`src/sv/sm4ctr_pkg.sv`:
```
// Package: SM4 constants, S-box, round helpers and control types.
package sm4ctr_pkg;

   localparam int ROUNDS   = 32;
   localparam int RND_W    = $clog2(ROUNDS);
   localparam int WORD_W   = 32;
   localparam int FUNC_W   = 2;
   localparam int REQ_W    = 168;   // 165 field bits padded to whole bytes
   localparam int RSP_W    = 128;

   typedef enum logic [FUNC_W-1:0] {
      FN_LOAD_KEY = 2'd0,
      FN_ENCRYPT  = 2'd1,
      FN_LOAD_CTR = 2'd2,
      FN_CTR      = 2'd3
   } func_type;

   typedef enum logic [1:0] {
      ST_IDLE,
      ST_ROUND,
      ST_DONE
   } state_type;

   typedef struct packed {
      logic             load_key;
      logic             load_ctr;
      logic             start_enc;
      logic             start_ctr;
      logic             round;
      logic             emit;
      logic [RND_W-1:0] key_addr;
   } cmd_type;

   localparam logic [0:255][7:0] SBOX = {
      8'hd6,8'h90,8'he9,8'hfe,8'hcc,8'he1,8'h3d,8'hb7,8'h16,8'hb6,8'h14,8'hc2,8'h28,8'hfb,8'h2c,8'h05,
      8'h2b,8'h67,8'h9a,8'h76,8'h2a,8'hbe,8'h04,8'hc3,8'haa,8'h44,8'h13,8'h26,8'h49,8'h86,8'h06,8'h99,
      8'h9c,8'h42,8'h50,8'hf4,8'h91,8'hef,8'h98,8'h7a,8'h33,8'h54,8'h0b,8'h43,8'hed,8'hcf,8'hac,8'h62,
      8'he4,8'hb3,8'h1c,8'ha9,8'hc9,8'h08,8'he8,8'h95,8'h80,8'hdf,8'h94,8'hfa,8'h75,8'h8f,8'h3f,8'ha6,
      8'h47,8'h07,8'ha7,8'hfc,8'hf3,8'h73,8'h17,8'hba,8'h83,8'h59,8'h3c,8'h19,8'he6,8'h85,8'h4f,8'ha8,
      8'h68,8'h6b,8'h81,8'hb2,8'h71,8'h64,8'hda,8'h8b,8'hf8,8'heb,8'h0f,8'h4b,8'h70,8'h56,8'h9d,8'h35,
      8'h1e,8'h24,8'h0e,8'h5e,8'h63,8'h58,8'hd1,8'ha2,8'h25,8'h22,8'h7c,8'h3b,8'h01,8'h21,8'h78,8'h87,
      8'hd4,8'h00,8'h46,8'h57,8'h9f,8'hd3,8'h27,8'h52,8'h4c,8'h36,8'h02,8'he7,8'ha0,8'hc4,8'hc8,8'h9e,
      8'hea,8'hbf,8'h8a,8'hd2,8'h40,8'hc7,8'h38,8'hb5,8'ha3,8'hf7,8'hf2,8'hce,8'hf9,8'h61,8'h15,8'ha1,
      8'he0,8'hae,8'h5d,8'ha4,8'h9b,8'h34,8'h1a,8'h55,8'had,8'h93,8'h32,8'h30,8'hf5,8'h8c,8'hb1,8'he3,
      8'h1d,8'hf6,8'he2,8'h2e,8'h82,8'h66,8'hca,8'h60,8'hc0,8'h29,8'h23,8'hab,8'h0d,8'h53,8'h4e,8'h6f,
      8'hd5,8'hdb,8'h37,8'h45,8'hde,8'hfd,8'h8e,8'h2f,8'h03,8'hff,8'h6a,8'h72,8'h6d,8'h6c,8'h5b,8'h51,
      8'h8d,8'h1b,8'haf,8'h92,8'hbb,8'hdd,8'hbc,8'h7f,8'h11,8'hd9,8'h5c,8'h41,8'h1f,8'h10,8'h5a,8'hd8,
      8'h0a,8'hc1,8'h31,8'h88,8'ha5,8'hcd,8'h7b,8'hbd,8'h2d,8'h74,8'hd0,8'h12,8'hb8,8'he5,8'hb4,8'hb0,
      8'h89,8'h69,8'h97,8'h4a,8'h0c,8'h96,8'h77,8'h7e,8'h65,8'hb9,8'hf1,8'h09,8'hc5,8'h6e,8'hc6,8'h84,
      8'h18,8'hf0,8'h7d,8'hec,8'h3a,8'hdc,8'h4d,8'h20,8'h79,8'hee,8'h5f,8'h3e,8'hd7,8'hcb,8'h39,8'h48
   };

   // Byte-wise S-box substitution.
   function automatic logic [WORD_W-1:0] sm4_tau(input logic [WORD_W-1:0] v);
      sm4_tau = {SBOX[v[31:24]], SBOX[v[23:16]], SBOX[v[15:8]], SBOX[v[7:0]]};
   endfunction

   function automatic logic [WORD_W-1:0] rotl(input logic [WORD_W-1:0] v, input int n);
      rotl = (v << n) | (v >> (WORD_W - n));
   endfunction

   // Linear diffusion L.
   function automatic logic [WORD_W-1:0] sm4_lin(input logic [WORD_W-1:0] b);
      sm4_lin = b ^ rotl(b, 2) ^ rotl(b, 10) ^ rotl(b, 18) ^ rotl(b, 24);
   endfunction

endpackage

```
`src/sv/sm4ctr_ctrl.sv`:
```
// Controller: item decode, round counter and result handshake.
module sm4ctr_ctrl (
   input  logic                     clock,
   input  logic                     reset,
   input  logic                     req_tvalid,
   input  logic [sm4ctr_pkg::FUNC_W-1:0] req_func,
   output logic                     req_tready,
   output logic                     rsp_tvalid,
   input  logic                     rsp_tready,
   output sm4ctr_pkg::cmd_type      cmd
);

   sm4ctr_pkg::state_type           state_ff, state_in;
   logic [sm4ctr_pkg::RND_W-1:0]    rnd_ff, rnd_in;
   logic                            rsp_valid_ff, rsp_valid_in;
   logic                            accept;
   logic                            crypt;
   logic                            last_round;
   logic                            emit;

   assign accept     = req_tvalid && req_tready;
   assign crypt      = (req_func == sm4ctr_pkg::FN_ENCRYPT) || (req_func == sm4ctr_pkg::FN_CTR);
   assign last_round = (rnd_ff == sm4ctr_pkg::RND_W'(sm4ctr_pkg::ROUNDS - 1));
   assign emit       = (state_ff == sm4ctr_pkg::ST_DONE) && (!rsp_valid_ff || rsp_tready);

   // next state
   always_comb begin
      state_in = state_ff;
      unique case (state_ff)
         sm4ctr_pkg::ST_IDLE: begin
            if (accept && crypt) state_in = sm4ctr_pkg::ST_ROUND;
         end
         sm4ctr_pkg::ST_ROUND: begin
            if (last_round) state_in = sm4ctr_pkg::ST_DONE;
         end
         sm4ctr_pkg::ST_DONE: begin
            if (emit) state_in = sm4ctr_pkg::ST_IDLE;
         end
         default: state_in = sm4ctr_pkg::ST_IDLE;
      endcase
   end

   // outputs and counters
   always_comb begin
      req_tready    = (state_ff == sm4ctr_pkg::ST_IDLE);
      rsp_tvalid    = rsp_valid_ff;
      cmd.load_key  = accept && (req_func == sm4ctr_pkg::FN_LOAD_KEY);
      cmd.load_ctr  = accept && (req_func == sm4ctr_pkg::FN_LOAD_CTR);
      cmd.start_enc = accept && (req_func == sm4ctr_pkg::FN_ENCRYPT);
      cmd.start_ctr = accept && (req_func == sm4ctr_pkg::FN_CTR);
      cmd.round     = (state_ff == sm4ctr_pkg::ST_ROUND);
      cmd.emit      = emit;
      // key read is registered: fetch the key of the following round
      cmd.key_addr  = cmd.round ? sm4ctr_pkg::RND_W'(rnd_ff + 1'b1) : '0;
      rnd_in        = cmd.round ? sm4ctr_pkg::RND_W'(rnd_ff + 1'b1) : '0;
      rsp_valid_in  = emit ? 1'b1 : (rsp_tready ? 1'b0 : rsp_valid_ff);
   end

   always_ff @(posedge clock) begin
      if (reset) begin
         state_ff     <= sm4ctr_pkg::ST_IDLE;
         rnd_ff       <= '0;
         rsp_valid_ff <= 1'b0;
      end else begin
         state_ff     <= state_in;
         rnd_ff       <= rnd_in;
         rsp_valid_ff <= rsp_valid_in;
      end
   end

endmodule

```
`src/sv/sm4ctr_dp.sv`:
```
// Datapath: round-key memory, counter, round state and result register.
module sm4ctr_dp (
   input  logic                          clock,
   input  logic                          reset,
   input  sm4ctr_pkg::cmd_type           cmd,
   input  logic [sm4ctr_pkg::RND_W-1:0]  key_index,
   input  logic [31:0]                   key_word,
   input  logic [63:0]                   data_hi,
   input  logic [63:0]                   data_lo,
   output logic [sm4ctr_pkg::RSP_W-1:0]  rsp_data
);

   logic [31:0]        key_mem [sm4ctr_pkg::ROUNDS];
   logic [31:0]        key_q_ff;
   logic [63:0]        ctr_hi_ff, ctr_hi_in;
   logic [63:0]        ctr_lo_ff, ctr_lo_in;
   logic [0:3][31:0]   x_ff, x_in;
   logic [127:0]       mask_ff, mask_in;
   logic [127:0]       rsp_ff, rsp_in;
   logic [31:0]        t_word;
   logic [31:0]        n_word;

   // round-key store, registered read
   always_ff @(posedge clock) begin
      if (cmd.load_key) key_mem[key_index] <= key_word;
      key_q_ff <= key_mem[cmd.key_addr];
   end

   assign t_word = x_ff[1] ^ x_ff[2] ^ x_ff[3] ^ key_q_ff;
   assign n_word = x_ff[0] ^ sm4ctr_pkg::sm4_lin(sm4ctr_pkg::sm4_tau(t_word));

   always_comb begin
      ctr_hi_in = ctr_hi_ff;
      ctr_lo_in = ctr_lo_ff;
      x_in      = x_ff;
      mask_in   = mask_ff;
      rsp_in    = rsp_ff;
      if (cmd.load_ctr) begin
         ctr_hi_in = data_hi;
         ctr_lo_in = data_lo;
      end
      if (cmd.start_enc) begin
         x_in    = {data_hi, data_lo};
         mask_in = '0;
      end
      if (cmd.start_ctr) begin
         x_in      = {ctr_hi_ff, ctr_lo_ff};
         mask_in   = {data_hi, data_lo};
         // only the low word counts; no carry upward
         ctr_lo_in = {ctr_lo_ff[63:32], 32'(ctr_lo_ff[31:0] + 1'b1)};
      end
      if (cmd.round) x_in = {x_ff[1], x_ff[2], x_ff[3], n_word};
      if (cmd.emit)  rsp_in = {x_ff[3], x_ff[2], x_ff[1], x_ff[0]} ^ mask_ff;
   end

   always_ff @(posedge clock) begin
      if (reset) begin
         ctr_hi_ff <= '0;
         ctr_lo_ff <= '0;
      end else begin
         ctr_hi_ff <= ctr_hi_in;
         ctr_lo_ff <= ctr_lo_in;
      end
   end

   always_ff @(posedge clock) begin
      x_ff    <= x_in;
      mask_ff <= mask_in;
      rsp_ff  <= rsp_in;
   end

   // result_hi in the low half of tdata, result_lo above it
   assign rsp_data = {rsp_ff[63:0], rsp_ff[127:64]};

endmodule

```
`src/sv/sm4_block_cipher_ctr_core.sv`:
```
// Top level: SM4 block cipher engine with 32-bit counter mode.
//
// Input channel req_*: one item per handshake. req_tuser carries the
// operation (load round key, encrypt block, load counter, ctr block);
// req_tdata carries key_index, key_word, data_hi, data_lo.
// Result channel rsp_*: one item per encrypt or ctr item, none for loads.
//
// Loads take effect at the accepting edge; a load can be accepted every
// cycle while no cipher item is in progress. An encrypt or ctr item runs
// 32 rounds, one per cycle through a single shared round function, keys
// read from a 32-word register file. Its result is loaded into the output
// register in ST_DONE after the last round, and the next item can be
// accepted as soon as it is loaded; no new item is taken before then.
// A finished result sits in an output register; req_tready returns as
// soon as it is loaded, so a stalled receiver only blocks the next cipher
// item once a second result is ready to be written.
// Reset clears the counter to zero and the control state; round keys are
// undefined until loaded.
module sm4_block_cipher_ctr_core (
   input  logic                          clock,
   input  logic                          reset,
   input  logic                          req_tvalid,
   output logic                          req_tready,
   // [4:0] key_index, [36:5] key_word, [100:37] data_hi, [164:101] data_lo
   input  logic [sm4ctr_pkg::REQ_W-1:0]  req_tdata,
   // [1:0] func
   input  logic [sm4ctr_pkg::FUNC_W-1:0] req_tuser,
   output logic                          rsp_tvalid,
   input  logic                          rsp_tready,
   // [63:0] result_hi, [127:64] result_lo
   output logic [sm4ctr_pkg::RSP_W-1:0]  rsp_tdata
);

   sm4ctr_pkg::cmd_type cmd;

   sm4ctr_ctrl u_ctrl (
      .clock      (clock),
      .reset      (reset),
      .req_tvalid (req_tvalid),
      .req_func   (req_tuser),
      .req_tready (req_tready),
      .rsp_tvalid (rsp_tvalid),
      .rsp_tready (rsp_tready),
      .cmd        (cmd)
   );

   // the padding bits [167:165] of req_tdata carry nothing
   sm4ctr_dp u_dp (
      .clock     (clock),
      .reset     (reset),
      .cmd       (cmd),
      .key_index (req_tdata[4:0]),
      .key_word  (req_tdata[36:5]),
      .data_hi   (req_tdata[100:37]),
      .data_lo   (req_tdata[164:101]),
      .rsp_data  (rsp_tdata)
   );

endmodule

```
`config.mk`:
```
export PLATFORM = sky130hd
export DESIGN_NAME = sm4_block_cipher_ctr_core
export DESIGN_NICKNAME = d
export VERILOG_FILES = /design/src/sv/sm4ctr_pkg.sv /design/src/sv/sm4ctr_ctrl.sv /design/src/sv/sm4ctr_dp.sv /design/src/sv/sm4_block_cipher_ctr_core.sv
export SDC_FILE = /design/constraint.sdc
export NUM_CORES = 2
export LEC_CHECK = 0
export ABC_AREA = 0
export BUFFER_PORTS_ARGS = -buffer_cell sky130_fd_sc_hd__buf_2
export CAP_MARGIN = 40
export CORE_ASPECT_RATIO = 1.2
export CORE_MARGIN = 2
export CORE_UTILIZATION = 62
export CTS_CLUSTER_SIZE = 24
export DETAILED_ROUTE_END_ITERATION = 6
export PLACE_DENSITY = 0.8
export SETUP_SLACK_MARGIN = 0.02
export SLEW_MARGIN = 20
export SYNTH_ARGS = -nofsm -noshare
export SYNTH_HDL_FRONTEND = slang
export SYNTH_SLANG_ARGS = --single-unit
```
`constraint.sdc`:
```
create_clock -name clock -period 10.3 [get_ports clock]
set_clock_uncertainty 0.15 [all_clocks]
set_input_delay 1.545 -clock clock [delete_from_list [all_inputs] [get_ports clock]]
set_output_delay 1.545 -clock clock [all_outputs]
set_load 0.03 [all_outputs]
```
======== Yosys cells after proc, flatten, opt, wreduce, memory -nomap -nowiden ========
Memory sizes are Yosys's and may differ from the RTL's. A register that Yosys moved wholly into a read port is not among the register bits.
Index checks and enable logic that the tools add are counted.
W data, S select, Z words.
storage, ports and cells
  bits in registers ....................... 520
  bits in writable memories ............... 1024
  memory bits (read-only) ................. 8192
  bits of input ports ..................... 174
  output and inout port bits .............. 130
  word-level logic and storage cells ...... 92
  memories ................................ 5
memories
  memory           depth  width  rd ports  clocked after Yosys merged registers in  write ports  line              source
  (no name shown)  256    8      1         0                                        0            sm4ctr_pkg.sv:55  sm4_tau = {SBOX[v[31:24]], SBOX[v[23:16]], SBOX[v[15:8]], SBOX[v[7:0]]};
  (no name shown)  256    8      1         0                                        0            sm4ctr_pkg.sv:55
  (no name shown)  256    8      1         0                                        0            sm4ctr_pkg.sv:55
  (no name shown)  256    8      1         0                                        0            sm4ctr_pkg.sv:55
  u_dp.key_mem     32     32     1         1                                        1            sm4ctr_dp.sv:13   logic [31:0] key_mem [sm4ctr_pkg::ROUNDS];
cells by class
  add/sub/neg operators ................... 2
  order comparisons ....................... 4
  equality and inequality tests ........... 9
  mux-type cells .......................... 24
  bitwise operators ....................... 18
  reductions and logical operators ........ 18
operators with widths
  operator                 number
  $mux W128                5
  $xor A32 B32 Y32         8
  $xor A128 B128 Y128      1
  $mux W32                 2
  $mux W8                  8
  $ge A9 B9 Y1 const B     4
  $not A8 Y9               4
  $add A32 B1 Y32 const B  1
  $or A32 B10 Y32          1
  $or A32 B18 Y32          1
  $or A32 B2 Y32           1
  $or A32 B24 Y32          1
  $logic_and A1 B1 Y1      7
  $eq A2 B2 Y1 const B     3
  $mux W2                  3
  $pmux W2 S3              1
  $reduce_bool A2 Y1       3
  $add A5 B1 Y5 const B    1
  $eq A5 B5 Y1 const B     1
  $mux W5                  1
  $eq A2 B1 Y1 const B     2
  $logic_not A2 Y1         2
  $mux W1                  4
  $ne A2 B1 Y1 const B     2
  7 further kinds          8

======== Longest topological paths before layout ========
  depth after elaboration ................. 14
  mapped depth ............................ 19
  gate-level depth less buffers ........... 14

======== Modules after synthesis ========
A second synthesis with hierarchy kept.
unflattened totals
  cell total of the unflattened synthesis .. 5684
  area total of the unflattened synthesis .. 76352.0 um^2
by module, submodules not included
  module       times used  cells each  area an instance (um^2)  seq. area each (um^2)
  sm4ctr_dp    1           5636        75894.0                  45483.6
  sm4ctr_ctrl  1           48          457.9                    160.2

======== Worst setup path before layout ========
OpenSTA, ideal clock, no wires.
  kind .................................... input to register
  start ................................... input port rsp_tready
  end ..................................... register u_dp.rsp_ff[0] (enable)
  setup time .............................. 0.632 ns
  arrival ................................. 7.317 ns
  required time ........................... 9.518 ns
  path slack .............................. 2.201 ns
  stages .................................. 2
  buffers on the path ..................... 0
  path through ............................ nand2b_1 nor2b_1
RTL lines
  item                  line                             source
  start, declared       sm4_block_cipher_ctr_core.sv:29  input logic rsp_tready,
  end signal, assigned  sm4ctr_dp.sv:69                  rsp_ff <= rsp_in;
  end, declared         sm4ctr_dp.sv:19                  logic [127:0] rsp_ff, rsp_in;

==> results.ini <==
[routing]
drc = 6
drtIter0Drc = 10597
drt-total-wl_um = 261000
detail_route.vias_per_cell = 7.44
vias = 60104
detail-route-antenna-nets = 0
wl_per_cell_um = 32.3
drt_pre_antenna_iters = 6

[clocking]
cts_max_path_buffers = 3
cts_tree = yes
post_cts_buffers = 0
clk_pin_slew_ns = 0.06
clk_latency_ns = 0.83
cts_num_sinks = 1576
htreeDepth = 4
cts_buffers = 147
cts_root_buf = clkbuf_16
cts_resized = 0
hold_buffers = 0

[sta]
slew_headroom_pct = 29.9
tns_ns = 0
rsz0062_at_grt = false
holdWs_ns = 0.307
worst_pin_slew_ns = 1.05
period_share_pct = 63.0
slew_viol_final = 0
hold_violations = 0
fin_ws_ns = 3.81
min_period_ns = 6.49
clock.fmax_ghz = 0.154
setup-violations-final = 0

[hold_path]
holdCritPathClass = flip-flop to flip-flop

[synth]
synth_top_area_share_pct = 55.6
async_reset_ff_share_pct = 0
syn_inst = 6224
synth_fp_nets = 6418
yosysSeqAreaShare_pct = 60.1
synth-seq-cells = 1576
ys_types = 94
ys_top_cells_by_area = edfxtp_1, mux4_2, dfxtp_1, nand2_1, a21oi_1
syn_area_sq_um = 76000
synth_top_flop_cell = edfxtp_1
synth_edf_count = 1408
syn_area_per_cell_sq_um = 12.2
ys_warn_count = 0
yosys.area.top_type = edfxtp_1

[job]
cap_violations = 0

[floorplanning]
die_x_um = 324
ioPinCount = 304
fp.dieArea_sq_um = 125000
floorplan.initialDensity_pct = 62.5
die_h_um = 388
num_rows = 140
core-area_sq_um = 122000

[cells_and_area]
final_nets = 6502
multi_input_area_sq_um = 28600
seq_area_sq_um = 45600
layout-drive-gt1-share_pct = 16.7
final_cells = 8083
areaGrowthSynthToFinish_pct = 11.4
num-fill-cells = 7989

[global_route]
globalRouteTotalUtil_pct = 40.9
grt_pass1_vias = 56396
grt_start_max_net_pins = 230
grt-ovfl-total = 0
antenna_found_initial = 27
grt_first_pass_wirelength_um = 378000

[placed_design]
pre_cts_slack_ns = 4.21
portBuffers = 300
place.gp.congestion = 1.03
dp.cells = 7773
dp_hpwl_um = 151000

[setup_path]
worstSetupPathType = flip-flop to flip-flop
cp-end-kind = flip-flop
start_kind = flip-flop
cp_data_required_time_ns = 10.66
worstPathMaxFanout = 47
cp_data_arrival_time_ns = 6.85

[power]
power_density_nw_per_um2 = 329
p_total_w = 0.0278
p_leak_nw = 27.5
max-vdd-ir-drop_v = 0.000400

[run_status]
outcome = complete, but fails checks
violations = design-rule violations

==> cell usage after synthesis, types with 17 or more instances <==
cell       instances
buf_2            126
mux2_2            33
nor2_1           366
o211ai_1          63
xor2_1           210
nand2_1          749
a311oi_1          28
a22oi_1           28
edfxtp_1        1408
ha_1              20
o31ai_1           29
and3_1           159
nand3_1          142
a2111oi_0         28
mux4_2           193
nor4_1            23
nor3_1            76
o221ai_1         167
o22ai_1          194
o311ai_0          22
buf_1             50
buf_4             26
a211oi_1          79
o2111ai_1         32
inv_1             17
a31oi_1          150
xnor2_1          133
dfxtp_1          168
nand4_1           22
o21ai_0          383
a21oi_1          411
a221oi_1          44
o32ai_1           22
clkbuf_1         344
mux2i_1           23
==> kinds of logic after synthesis <==
kind of cell | synth area share (%)
adder cells (fa/ha/maj) | 0.369
AND/OR/NAND/NOR | 9.20
flip-flops | 60.1
buffers and inverters | 3.33
multiplexers | 6.51
XOR/XNOR | 4.68
AO/OA/AOI/OAI | 15.8
==> power breakdown <==
part           internal (W)  switching, W  total, W  leakage, nW
registers           0.00721      0.000211   0.00742         14.1
logic               0.00482        0.0100    0.0148         11.1
clock network       0.00307       0.00249   0.00556         2.35
==> cell usage in the layout, fill, tap and decap left out, types with 20 or more instances in the layout <==
cell / netlist / routed
a2111oi_0: 28 / 28
a211oi_1: 79 / 79
a21oi_1: 411 / 411
a221oi_1: 44 / 44
a22oi_1: 28 / 28
a311oi_1: 28 / 28
a31oi_1: 150 / 150
and3_1: 159 / 158
buf_2: 126 / 298
buf_4: 26 / 156
clkbuf_1: 344 / 38
clkbuf_16: 0 / 152
clkinv_2: 0 / 22
dfxtp_1: 168 / 167
diode_2: 0 / 21
edfxtp_1: 1408 / 1408
ha_1: 20 / 20
mux2_2: 33 / 33
mux2i_1: 23 / 23
mux4_2: 193 / 193
nand2_1: 749 / 744
nand3_1: 142 / 142
nand4_1: 22 / 22
nor2_1: 366 / 329
nor2_4: 2 / 39
nor3_1: 76 / 76
nor4_1: 23 / 22
o2111ai_1: 32 / 32
o211ai_1: 63 / 63
o21ai_0: 383 / 382
o221ai_1: 167 / 167
o22ai_1: 194 / 194
o311ai_0: 22 / 22
o31ai_1: 29 / 29
o32ai_1: 22 / 22
xnor2_1: 133 / 119
xor2_1: 210 / 196
==> worst paths after layout <==
kind                                    startpoint                  to  slack, ns  cells after the start
worst max-delay path             u_dp.key_q_ff[25]       u_dp.x_ff[17]       3.81                     16
worst min-delay path            u_dp.ctr_hi_ff[21]  u_dp.ctr_hi_ff[21]       0.31                      2
worst max register to register   u_dp.key_q_ff[25]       u_dp.x_ff[17]       3.81                     16
worst min register to register  u_dp.ctr_hi_ff[21]  u_dp.ctr_hi_ff[21]       0.31                      2
==> registers in the layout, indices dropped and copies added, names as in the netlist <==
| name | flops |
|---|---|
| u_ctrl.rnd_ff | 5 |
| u_ctrl.rsp_tvalid | 1 |
| u_ctrl.state_ff | 2 |
| u_dp.ctr_hi_ff | 64 |
| u_dp.ctr_lo_ff | 64 |
| u_dp.key_mem | 1024 |
| u_dp.key_q_ff | 32 |
| u_dp.mask_ff | 128 |
| u_dp.rsp_ff | 128 |
| u_dp.x_ff | 128 |
==> per-layer routing <==
metal  vias to the layer above  GRT usage (%)  share of wire (%)
li1                      24411              -                  -
met1                     28936           54.0                 34
met2                      5622           62.6                 46
met3                      1121           10.2                 14
met4                        14           22.0                6.5
met5                         -              0              0.039
==> worst max-delay path, stage by stage (launching register included) <==
cell	delay (ns)
dfxtp_1	0.54
xor2_1	0.28
xor2_2	0.16
buf_4	0.48
clkinv_1	0.76
buf_4	0.50
ha_1	0.54
o21ai_0	0.27
o21ai_0	0.10
o311ai_0	0.56
a211oi_1	0.17
a211oi_1	0.38
buf_4	0.27
xnor2_1	0.22
clkbuf_4	0.28
xor2_1	0.33
a21oi_1	0.12
==> area by class of cell <==
type,count,area share [%]
sequential,1576,53.9
multi-input combinational,4066,33.8
clock buffer,200,4.83
timing repair buffer,490,3.90
tap,1633,2.41
clock inverter,70,0.915
inverter,27,0.126
antenna,21,0.0621
==> per-stage QoR <==
step	utilization, %	area, sq um
final	69.6	84600
after global routing	69.6	84600
after CTS	69.3	84300
after detailed placement	65.3	79400
after global placement	65.1	79100
after floorplan	-	76000
No activity file was read; power rests on OpenSTA's default activity.
